## src/hw/rtl/swlc_pkg.sv

```systemverilog
package swlc_pkg;

  localparam int unsigned SampleW = 8;
  localparam int unsigned CfgIdxW = 3;
  localparam int unsigned TensW   = 3;
  localparam int unsigned DigitW  = 4;

  // digit limits at which a count carries
  localparam logic [DigitW:0] TenthsLimit = 5'd10;
  localparam logic [DigitW:0] OnesLimit   = 5'd10;
  localparam logic [TensW:0]  TensLimit   = 4'd6;

  // window reset values
  localparam logic [SampleW-1:0] StartLowRst  = 8'd50;
  localparam logic [SampleW-1:0] StartHighRst = 8'd60;
  localparam logic [SampleW-1:0] LapLowRst    = 8'd100;
  localparam logic [SampleW-1:0] LapHighRst   = 8'd110;

  typedef enum logic {
    OP_SAMPLE = 1'b0,
    OP_TICK   = 1'b1
  } op_e;

  typedef enum logic [1:0] {
    MODE_STOPPED = 2'd0,
    MODE_RUNNING = 2'd1,
    MODE_LAPPED  = 2'd2
  } mode_e;

  typedef enum logic [CfgIdxW-1:0] {
    REG_START_LOW  = 3'd0,
    REG_START_HIGH = 3'd1,
    REG_LAP_LOW    = 3'd2,
    REG_LAP_HIGH   = 3'd3
  } cfg_reg_e;

  // button decode of one converter reading
  typedef struct packed {
    logic start;
    logic lap;
  } press_t;

  // displayed time and mode after an item
  typedef struct packed {
    logic [TensW-1:0]  tens;
    logic [DigitW-1:0] ones;
    logic [DigitW-1:0] tenths;
    mode_e             mode;
  } shown_t;

endpackage

```

## src/hw/rtl/swlc_classify.sv

```systemverilog
module swlc_classify (
  input  logic                           clk_i,
  input  logic                           rst_ni,
  input  logic                           cfg_we_i,
  input  logic [swlc_pkg::CfgIdxW-1:0]   cfg_index_i,
  input  logic [swlc_pkg::SampleW-1:0]   cfg_data_i,
  input  logic [swlc_pkg::SampleW-1:0]   sample_i,
  output swlc_pkg::press_t               press_o
);
  import swlc_pkg::*;

  logic [SampleW-1:0] start_low_q, start_high_q, lap_low_q, lap_high_q;
  logic               in_start, in_lap;

  // window registers
  always_ff @(posedge clk_i or negedge rst_ni) begin
    if (!rst_ni) begin
      start_low_q  <= StartLowRst;
      start_high_q <= StartHighRst;
      lap_low_q    <= LapLowRst;
      lap_high_q   <= LapHighRst;
    end else if (cfg_we_i) begin
      unique case (cfg_index_i)
        REG_START_LOW:  start_low_q  <= cfg_data_i;
        REG_START_HIGH: start_high_q <= cfg_data_i;
        REG_LAP_LOW:    lap_low_q    <= cfg_data_i;
        REG_LAP_HIGH:   lap_high_q   <= cfg_data_i;
        default: ;
      endcase
    end
  end

  // inclusive window match, start window has priority
  assign in_start      = (sample_i >= start_low_q) && (sample_i <= start_high_q);
  assign in_lap        = (sample_i >= lap_low_q) && (sample_i <= lap_high_q);
  assign press_o.start = in_start;
  assign press_o.lap   = in_lap && !in_start;

endmodule

```

## src/hw/rtl/swlc_core.sv

```systemverilog
module swlc_core (
  input  logic              clk_i,
  input  logic              rst_ni,
  input  logic              fire_i,
  input  swlc_pkg::op_e     opcode_i,
  input  swlc_pkg::press_t  press_i,
  output swlc_pkg::shown_t  shown_d_o
);
  import swlc_pkg::*;

  mode_e              mode_q, mode_d;
  logic [TensW-1:0]   tens_q, tens_d;
  logic [DigitW-1:0]  ones_q, ones_d;
  logic [DigitW-1:0]  tenths_q, tenths_d;
  logic [TensW-1:0]   disp_tens_q, disp_tens_d;
  logic [DigitW-1:0]  disp_ones_q, disp_ones_d;
  logic [DigitW-1:0]  disp_tenths_q, disp_tenths_d;
  logic               holdoff_q, holdoff_d;

  logic [DigitW:0]    tenths_inc, ones_inc;
  logic [TensW:0]     tens_inc;
  logic               tenths_carry, ones_carry;
  logic [TensW-1:0]   cnt_tens;
  logic [DigitW-1:0]  cnt_ones, cnt_tenths;
  logic               pressed;

  // decimal increment with wrap at 59.9
  always_comb begin
    tenths_inc   = {1'b0, tenths_q} + 5'd1;
    tenths_carry = (tenths_inc >= TenthsLimit);
    cnt_tenths   = tenths_carry ? '0 : tenths_inc[DigitW-1:0];
    ones_inc     = {1'b0, ones_q} + {{DigitW{1'b0}}, tenths_carry};
    ones_carry   = (ones_inc >= OnesLimit);
    cnt_ones     = ones_carry ? '0 : ones_inc[DigitW-1:0];
    tens_inc     = {1'b0, tens_q} + {{TensW{1'b0}}, ones_carry};
    cnt_tens     = (tens_inc >= TensLimit) ? '0 : tens_inc[TensW-1:0];
  end

  assign pressed = press_i.start || press_i.lap;

  // next state for one item
  always_comb begin
    mode_d        = mode_q;
    tens_d        = tens_q;
    ones_d        = ones_q;
    tenths_d      = tenths_q;
    disp_tens_d   = disp_tens_q;
    disp_ones_d   = disp_ones_q;
    disp_tenths_d = disp_tenths_q;
    holdoff_d     = holdoff_q;
    if (opcode_i == OP_TICK) begin
      holdoff_d = 1'b0;
      if (mode_q == MODE_RUNNING || mode_q == MODE_LAPPED) begin
        tens_d   = cnt_tens;
        ones_d   = cnt_ones;
        tenths_d = cnt_tenths;
      end
      if (mode_q == MODE_RUNNING) begin
        disp_tens_d   = cnt_tens;
        disp_ones_d   = cnt_ones;
        disp_tenths_d = cnt_tenths;
      end
    end else if (!holdoff_q) begin
      unique case (mode_q)
        MODE_STOPPED: begin
          if (press_i.start) begin
            mode_d = MODE_RUNNING;
          end else if (press_i.lap) begin
            tens_d        = '0;
            ones_d        = '0;
            tenths_d      = '0;
            disp_tens_d   = '0;
            disp_ones_d   = '0;
            disp_tenths_d = '0;
          end
        end
        MODE_RUNNING: begin
          disp_tens_d   = tens_q;
          disp_ones_d   = ones_q;
          disp_tenths_d = tenths_q;
          if (press_i.start) begin
            mode_d = MODE_STOPPED;
          end else if (press_i.lap) begin
            mode_d = MODE_LAPPED;
          end
        end
        MODE_LAPPED: begin
          if (pressed) begin
            mode_d = MODE_RUNNING;
          end
        end
        default: ;
      endcase
      if (pressed) begin
        holdoff_d = 1'b1;
      end
    end
  end

  // state registers
  always_ff @(posedge clk_i or negedge rst_ni) begin
    if (!rst_ni) begin
      mode_q        <= MODE_STOPPED;
      tens_q        <= '0;
      ones_q        <= '0;
      tenths_q      <= '0;
      disp_tens_q   <= '0;
      disp_ones_q   <= '0;
      disp_tenths_q <= '0;
      holdoff_q     <= 1'b0;
    end else if (fire_i) begin
      mode_q        <= mode_d;
      tens_q        <= tens_d;
      ones_q        <= ones_d;
      tenths_q      <= tenths_d;
      disp_tens_q   <= disp_tens_d;
      disp_ones_q   <= disp_ones_d;
      disp_tenths_q <= disp_tenths_d;
      holdoff_q     <= holdoff_d;
    end
  end

  assign shown_d_o.tens   = disp_tens_d;
  assign shown_d_o.ones   = disp_ones_d;
  assign shown_d_o.tenths = disp_tenths_d;
  assign shown_d_o.mode   = mode_d;

endmodule

```

## src/hw/rtl/stopwatch_with_lap_control_unit.sv

```systemverilog
// Stopwatch with lap hold: each request is a tenth-second tick (opcode 1) or a
// button-ladder converter reading (opcode 0) that the start and lap windows
// classify; every request yields one result holding the shown time (tens,
// ones, tenths of seconds, wrapping at 59.9) and the mode after it. A request
// is taken into an input register, processed from there and placed in the
// result register, so one request per cycle is sustained while the output
// does not stall; the input side stalls only while both the input and result
// registers hold work that the output has not taken.
// Window registers are written through the configuration port, which is always
// ready; writes are meant to happen while no request is in flight.
module stopwatch_with_lap_control_unit (
  input  logic                                 clk_i,
  input  logic                                 rst_ni,
  input  logic                                 cfg_valid_i,
  output logic                                 cfg_ready_o,
  input  logic [swlc_pkg::CfgIdxW-1:0]         cfg_index_i,
  input  logic [swlc_pkg::SampleW-1:0]         cfg_data_i,
  input  logic                                 in_valid_i,
  output logic                                 in_stall_o,
  input  logic                                 opcode_i,
  input  logic [swlc_pkg::SampleW-1:0]         sample_i,
  output logic                                 out_valid_o,
  input  logic                                 out_stall_i,
  output logic [swlc_pkg::TensW-1:0]           shown_tens_o,
  output logic [swlc_pkg::DigitW-1:0]          shown_ones_o,
  output logic [swlc_pkg::DigitW-1:0]          shown_tenths_o,
  output logic [1:0]                           mode_o
);
  import swlc_pkg::*;

  logic               req_valid_q;
  op_e                req_op_q;
  logic [SampleW-1:0] req_sample_q;
  logic               res_valid_q;
  shown_t             res_q;
  shown_t             shown_d;
  press_t             press;
  logic               res_free, fire, cfg_we;

  // pipeline handshake
  assign res_free    = !res_valid_q || !out_stall_i;
  assign fire        = req_valid_q && res_free;
  assign in_stall_o  = req_valid_q && !res_free;
  assign cfg_ready_o = 1'b1;
  assign cfg_we      = cfg_valid_i && cfg_ready_o;

  // input register
  always_ff @(posedge clk_i or negedge rst_ni) begin
    if (!rst_ni) begin
      req_valid_q <= 1'b0;
    end else if (!in_stall_o) begin
      req_valid_q <= in_valid_i;
    end
  end

  always_ff @(posedge clk_i) begin
    if (in_valid_i && !in_stall_o) begin
      req_op_q     <= op_e'(opcode_i);
      req_sample_q <= sample_i;
    end
  end

  swlc_classify u_classify (
    .clk_i       (clk_i),
    .rst_ni      (rst_ni),
    .cfg_we_i    (cfg_we),
    .cfg_index_i (cfg_index_i),
    .cfg_data_i  (cfg_data_i),
    .sample_i    (req_sample_q),
    .press_o     (press)
  );

  swlc_core u_core (
    .clk_i     (clk_i),
    .rst_ni    (rst_ni),
    .fire_i    (fire),
    .opcode_i  (req_op_q),
    .press_i   (press),
    .shown_d_o (shown_d)
  );

  // result register
  always_ff @(posedge clk_i or negedge rst_ni) begin
    if (!rst_ni) begin
      res_valid_q <= 1'b0;
    end else if (res_free) begin
      res_valid_q <= fire;
    end
  end

  always_ff @(posedge clk_i) begin
    if (fire) begin
      res_q <= shown_d;
    end
  end

  assign out_valid_o    = res_valid_q;
  assign shown_tens_o   = res_q.tens;
  assign shown_ones_o   = res_q.ones;
  assign shown_tenths_o = res_q.tenths;
  assign mode_o         = res_q.mode;

endmodule

```

## config.mk

```make
export PLATFORM = sky130hd
export DESIGN_NAME = stopwatch_with_lap_control_unit
export DESIGN_NICKNAME = d
export VERILOG_FILES = /design/src/hw/rtl/swlc_pkg.sv /design/src/hw/rtl/swlc_classify.sv /design/src/hw/rtl/swlc_core.sv /design/src/hw/rtl/stopwatch_with_lap_control_unit.sv
export SDC_FILE = /design/constraint.sdc
export NUM_CORES = 1
export LEC_CHECK = 0
export BUFFER_PORTS_ARGS = -buffer_cell sky130_fd_sc_hd__buf_2
export CAP_MARGIN = 0
export CELL_PAD_IN_SITES_DETAIL_PLACEMENT = 0
export CELL_PAD_IN_SITES_GLOBAL_PLACEMENT = 1
export CORE_MARGIN = 4
export CORE_UTILIZATION = 43
export CTS_CLUSTER_DIAMETER = 200
export CTS_CLUSTER_SIZE = 16
export DETAILED_ROUTE_END_ITERATION = 7
export PLACE_DENSITY = 0.74
export SETUP_SLACK_MARGIN = 0.05
export SYNTH_ARGS = -nofsm -noshare
export SYNTH_HDL_FRONTEND = slang
export SYNTH_SLANG_ARGS = --single-unit
```

## constraint.sdc

```tcl
create_clock -name clk_i -period 3.9 [get_ports clk_i]
set_clock_uncertainty 0.15 [all_clocks]
set_input_delay 0.39 -clock clk_i [delete_from_list [all_inputs] [get_ports clk_i]]
set_output_delay 0.39 -clock clk_i [all_outputs]
set_load 0.02 [all_outputs]
```

==> impl_results.md, run 1 <==
* Synth async-reset ratio at 0.728
* Final Cycle Share at 1.01
* Maxcap violations at 0
* Post-route DRC at 0
* Synthesized Nets at ~550
* Commonest non-fill, non-tap cell in the layout: nand2_1
* Initial antenna violation count at 0
* Die Area at approximately 13000 µm²
* Layout cells sized above 1 at 0.267
* Pre-CTS WS at -0.0645 ns
* Worst Hold Slack at -0.0169 ns
* Ys flop type: dfrtp_1
* Crit path capture type: flop
* Cells after synthesis at roughly 480
* H-tree levels at 3
* Area growth, synth to finish at 18.2%
* Fin Setup TNS at -0.0533 ns
* Failing checks: negative hold slack, negative setup slack
* Worst skew pair latency at 0.37 ns
* CTS max path bufs at 2
* Initial core utilization at 0.440
* Synth cell types at 69
* RSZ-0062 raised after global routing: true
* Grt ovf at 0
* Num Clock Sinks at 81
* Antenna Nets Post-Route at 0
* Setup Viol. Count Final at 3
* WS Path Type: flop to flop
* Setup WS post-layout at -0.0253 ns
* Commonest non-fill, non-tap cells in the layout: 50 x nand2_1, 45 x inv_1, 45 x o21ai_0, 43 x dfrtp_1, 39 x buf_2
* Core area at 10800 µm²
* CP max FO at 4
* Slew headroom at 0.409
* Initial DRC Count at about 190
* Routed len/inst at between 15 and 20 µm
* CTS Buf Count at 9
* Ant. Diodes at 0
* EDFF count, synth at 22
* Row count at 38
* #FFs+latches synth at ~80
* Final WL at approximately 11000 µm
* Fmax at roughly 250 MHz
* Synth warn at 0
* Status: complete, but fails checks
* Actual slew at the worst max-slew pin at 0.886 ns
* Final Hold Fails at 22
* Wire length of the first global-routing pass at about 18000 µm
* Seq/Total Area, Yosys at 0.452
* Worst VDD drop at 276 µV
* Worst Path Required at slightly below 4 ns
* Mean Syn Cell Area at 9.98 µm²
* Total iterations of the first detailed-routing run at 5
* Power Dens Cells at between 500 and 600 nW/µm²
* R2R setup slack at -0.03 ns
* All-Layer GR Usage at 0.179
* Vias per cell at 5.55
* CTS clock-pin slew for the worst setup and hold paths at 0.09 ns
* Leakage at between 2 and 2.5 nW
* Critical Path AT at approximately 3.9 ns
* Io pins at 41
* Final min period at 3.93 ns
* Cell Area, Synth at between 4000 and 5000 µm²
* Fill count at around 990
* Slew Limit Fails at 0
* Post-DP HPWL at 7960 µm
* Number of global-route vias before repair at 3794
* TritonCTS clock tree: yes
* Final Net Count at 606
* Die width at between 100 and 150 µm
* Startpoint type of the worst setup path: flop
* Die height at 113 µm
* Buffers on Ports at 39
* Hold Crit Class: primary input to asynchronous set/reset pin
* Largest net degree at the start of global routing at 37
* Root Driver: clkbuf_8
* Placer Congestion at about 0.83
* Vias at around 3800
what timing repair did:
action,CTS,global route
pin swaps,10,8
setup buffers,9,3
setup endpoints to repair,6,9
gates resized for setup,8,10
hold buffers,0,0
synth_stat cells (3+ instances only):
cell | number | area share
nor3_1 | 6 | 0.0063
a21oi_1 | 21 | 0.022
dfrtp_1 | 44 | 0.23
o21ai_1 | 4 | 0.0042
a22o_1 | 4 | 0.0073
a21o_1 | 4 | 0.0063
nand2b_1 | 7 | 0.0092
edfxtp_1 | 22 | 0.14
o21ai_0 | 47 | 0.049
a32oi_1 | 3 | 0.0055
dfstp_2 | 15 | 0.083
nor2_1 | 14 | 0.011
nand3_1 | 10 | 0.010
clkbuf_1 | 12 | 0.0094
o211ai_1 | 4 | 0.0063
a31oi_1 | 6 | 0.0079
or3_1 | 4 | 0.0052
mux2_2 | 15 | 0.035
nor2b_1 | 10 | 0.013
ha_1 | 42 | 0.11
o22ai_1 | 7 | 0.0092
inv_1 | 48 | 0.038
a21oi_2 | 4 | 0.0073
nand4_1 | 5 | 0.0066
a221oi_1 | 3 | 0.0055
nand2_1 | 50 | 0.039
a22oi_1 | 4 | 0.0063
a32o_1 | 6 | 0.013
o31ai_1 | 3 | 0.0047
o31a_1 | 3 | 0.0055
and2_1 | 3 | 0.0039
worst paths after layout:
check / start / endpoint / cells past startpoint
max: u_core.tenths_q[1] / shown_tens_o[2] / 17
min: rst_ni / u_core.tenths_q[3] / 1
max reg2reg: u_core.tenths_q[1] / shown_tens_o[2] / 17
min reg2reg: req_valid_q / out_valid_o / 1
max in group asynchronous: rst_ni / u_classify.start_high_q[2] / 2
min in group clk_i: sample_i[0] / req_sample_q[0] / 1
power by group:
group | total, W | internal (W) | switching (W)
Combinational | 0.00136 | 0.000628 | 0.000733
Clock | 0.000676 | 0.000354 | 0.000321
Sequential | 0.00128 | 0.00112 | 0.000159
Total | 0.00331 | 0.00210 | 0.00121
stage by stage:
stage	power, W	std cells	util	instance area (µm²)
after floorplan	0.00214	478	-	4840
after global placement	0.00246	656	0.486	5270
after detailed placement	0.00250	656	0.486	5270
after CTS	0.00328	681	0.515	5580
after global routing	0.00355	684	0.520	5640
final	0.00331	684	0.520	5640
sequential cells by signal, indices dropped and copies added, names as in the netlist, 8 cells and up:
signal and flops:
u_classify.start_low_q 8, u_classify.lap_high_q 8, u_classify.lap_low_q 8, req_sample_q 8
u_classify.start_high_q 8
critical path, stage by stage (launching register included):
cell and delay, ns:
dfrtp_1 0.43, inv_2 0.06, ha_4 0.27, or3b_4 0.38, a21oi_4 0.17, nor3_4 0.07, ha_2 0.22, ha_4 0.23
o21a_1 0.18, o221ai_2 0.17, inv_2 0.08, ha_4 0.17, ha_4 0.28, nand2b_4 0.06, a21boi_4 0.17, o31ai_1 0.10
a221o_1 0.32, o21bai_1 0.16
cell type report:
class                           count  area (µm²)  area share
Clock buffer                        9         124      0.0220
Clock inverter                      7        85.1      0.0151
Inverter                           49         184      0.0326
Multi-Input combinational cell    333        2520       0.447
Sequential cell                    81        2160       0.383
Tap cell                          140         175      0.0311
Timing Repair Buffer               65         390      0.0692
layer usage:
| metal | track usage | vias up | routed length, µm |
|---|---|---|---|
| li1 | - | 1872 | - |
| met1 | 0.219 | 1822 | 4770 |
| met2 | 0.306 | 85 | 5620 |
| met3 | 0.0299 | 19 | 425 |
| met4 | 0.0849 | 0 | 243 |
| met5 | 0 | - | 0 |
cell families (layout without fill, tap and decap cells):
logic type	count (synthesis)	after routing	share of synthesized area
muxes	15	15	0.0354
other	1	1	0.000786
adders and majority gates	42	42	0.110
and+or+nand+nor	127	127	0.140
buffers and inverters	64	130	0.0530
DFF	81	81	0.452
xor gates and xnor gates	2	2	0.00367
AOI/OAI and AO/OA	146	146	0.205
No activity file was read; power rests on OpenSTA's default activity.
==> inputs of run 2 (changes only) <==
--- a/config.mk
+++ b/config.mk
@@ -16,6 +16,7 @@
 export DETAILED_ROUTE_END_ITERATION = 7
 export PLACE_DENSITY = 0.74
 export SETUP_SLACK_MARGIN = 0.05
+export SKIP_CTS_REPAIR_TIMING = 1
 export SYNTH_ARGS = -nofsm -noshare
 export SYNTH_HDL_FRONTEND = slang
 export SYNTH_SLANG_ARGS = --single-unit
==> run 2 against run 1 <==
Effect of this change: clock power is 0.7% higher; core utilization down 0.18 points; register-to-register slack hardly changed; die area unchanged; combinational power barely moved; highest routed layer unchanged; global-route usage fell by 0.32 points; the flow still finishes with violations (negative hold slack, negative setup slack); worst hold slack lost 0.0034 ns; final cell count shrank 0.58%; total power decreased by 0.51%; largest power group unchanged.
==> impl_results.md, run 2 (synthesized netlist as in run 1, its figures left out) <==
* Worst r2r dst: shown_tens_o[2]
* Setup WS post-layout at -0.0360 ns
* Final Hold Fails at 19
* Status: complete, but fails checks
* CTS Buf Count at 9
* Initial antenna violation count at 0
* R2r worst-path depth at 16
* Post-route DRC at 0
* Core area at 10800 µm²
* Num Clock Sinks at just over 80
* Layout cells sized above 1 at 0.259
* TritonCTS clock tree: yes
* Vias per cell at 5.52
* Antenna Nets Post-Route at 0
* Crit Reg-Reg Startpoint: u_core.tenths_q[0]
* CP max FO at 5
* Routed len/inst at about 16 µm
* Finished Layout Cells at 680
* Worst Setup SP: u_core.tenths_q[0]
* WS Path Type: flop to flop
* Final Net Count at roughly 600
* Failing checks: negative hold slack, negative setup slack
* H-tree levels at 3
* Sequential cell area at roughly 2200 µm²
* Layout Utilization at 0.518
* Root Driver: clkbuf_8
* Post-DP HPWL at approximately 8000 µm
* Fill count at 990
* Post-Place Cells at ~660
* Crit path capture type: flop
* Final WL at 11000 µm
* Slew headroom at 0.418
* Critical Path AT at ~4 ns
* CTS clock-pin slew for the worst setup and hold paths at ~0.090 ns
* Die width at around 110 µm
* Fmax at about 250 MHz
* Startpoint type of the worst setup path: flop
* Maxcap violations at 0
* Actual slew at the worst max-slew pin at just under 0.9 ns
* Worst VDD drop at 276 µV
* Die height at approximately 110 µm
* Initial core utilization at 0.440
* All-Layer GR Usage at 0.176
* Commonest non-fill, non-tap cells in the layout: 50 x nand2_1, 46 x inv_1, 45 x o21ai_0, 43 x dfrtp_1, 39 x buf_2
* Ant. Diodes at 0
* R2R setup slack at -0.04 ns
* Multi-input logic area at around 2500 µm²
* Leakage at roughly 2.4 nW
* Largest net degree at the start of global routing at 37
* Io pins at 41
* Vias at about 3800
* Setup Viol. Count Final at 3
* Wire length of the first global-routing pass at ~18000 µm
* Grt ovf at 0
* Total iterations of the first detailed-routing run at 4
* Worst Hold Slack at -0.0203 ns
* Buffers on Ports at 39
* Area growth, synth to finish at 17.8%
* Number of global-route vias before repair at between 3000 and 4000
* Die Area at between 10000 and 15000 µm²
* Hold Crit Class: primary input to asynchronous set/reset pin
* Worst skew pair latency at 0.37 ns
* Initial DRC Count at 169
* Commonest non-fill, non-tap cell in the layout: nand2_1
* Final Cycle Share at 1.01
* Worst Path Required at between 3 and 4 ns
* Placer Congestion at 0.829
* Power Dens Cells at around 590 nW/µm²
* Row count at 38
* Slew Limit Fails at 0
* RSZ-0062 raised after global routing: true
* Final min period at roughly 3.9 ns
* CTS max path bufs at 2
run 2: final cells by class:
| type | instances | area share |
|---|---|---|
| multi-input cells | 333 | 0.451 |
| flip-flops and latches | 81 | 0.384 |
| repair buffers | 61 | 0.0641 |
| inverters | 49 | 0.0327 |
| well taps | 140 | 0.0312 |
| clock buffers | 9 | 0.0220 |
| clock inverters | 7 | 0.0151 |
run 2: worst max-delay path by stage:
stage                                        to  slack [ns]  depth (start not counted)
after floorplan                 shown_tens_o[2]        0.08                         17
after global placement          shown_tens_o[2]        0.05                         16
after detailed placement        shown_tens_o[2]       -0.06                         17
after CTS                       shown_tens_o[2]       -0.08                         17
after global routing      u_core.disp_tens_q[0]       -0.15                         17
final                           shown_tens_o[2]       -0.04                         16
run 2: where the power goes:
| part | leakage, nW | internal [W] | switching [W] |
|---|---|---|---|
| clock network | 0.104 | 0.000354 | 0.000327 |
| registers | 0.911 | 0.00112 | 0.000162 |
| logic | 1.35 | 0.000613 | 0.000722 |
| total | 2.36 | 0.00208 | 0.00121 |
run 2: through the flow:
stage	TNS, ns	total power [W]	setup WS (ns)	area, µm²
floorplan	0	0.00214	0.0805	4840
detailed placement	-0.175	0.00250	-0.0645	5270
CTS	-0.327	0.00318	-0.0821	5480
global placement	0	0.00246	0.0535	5270
global route	-0.721	0.00352	-0.147	5620
finish	-0.0557	0.00330	-0.0360	5620
run 2: per-layer routing:
layer / up-vias / track usage / share of wire
met5: - / 0 / 0
met4: 0 / 0.0817 / 0.024
met3: 19 / 0.0294 / 0.033
met2: 66 / 0.301 / 0.51
met1: 1807 / 0.217 / 0.43
li1: 1864 / - / -
run 2: critical path: stages (launching register included):
cell      delay, ns
dfrtp_2        0.46
ha_4           0.28
or3b_4         0.39
a21oi_4        0.19
nor3_4         0.07
ha_4           0.18
ha_4           0.23
o21a_1         0.18
o221ai_2       0.18
inv_2          0.08
ha_4           0.18
ha_4           0.28
nand2b_4       0.06
a21boi_4       0.19
o31ai_1        0.10
a221o_1        0.32
o21bai_1       0.16
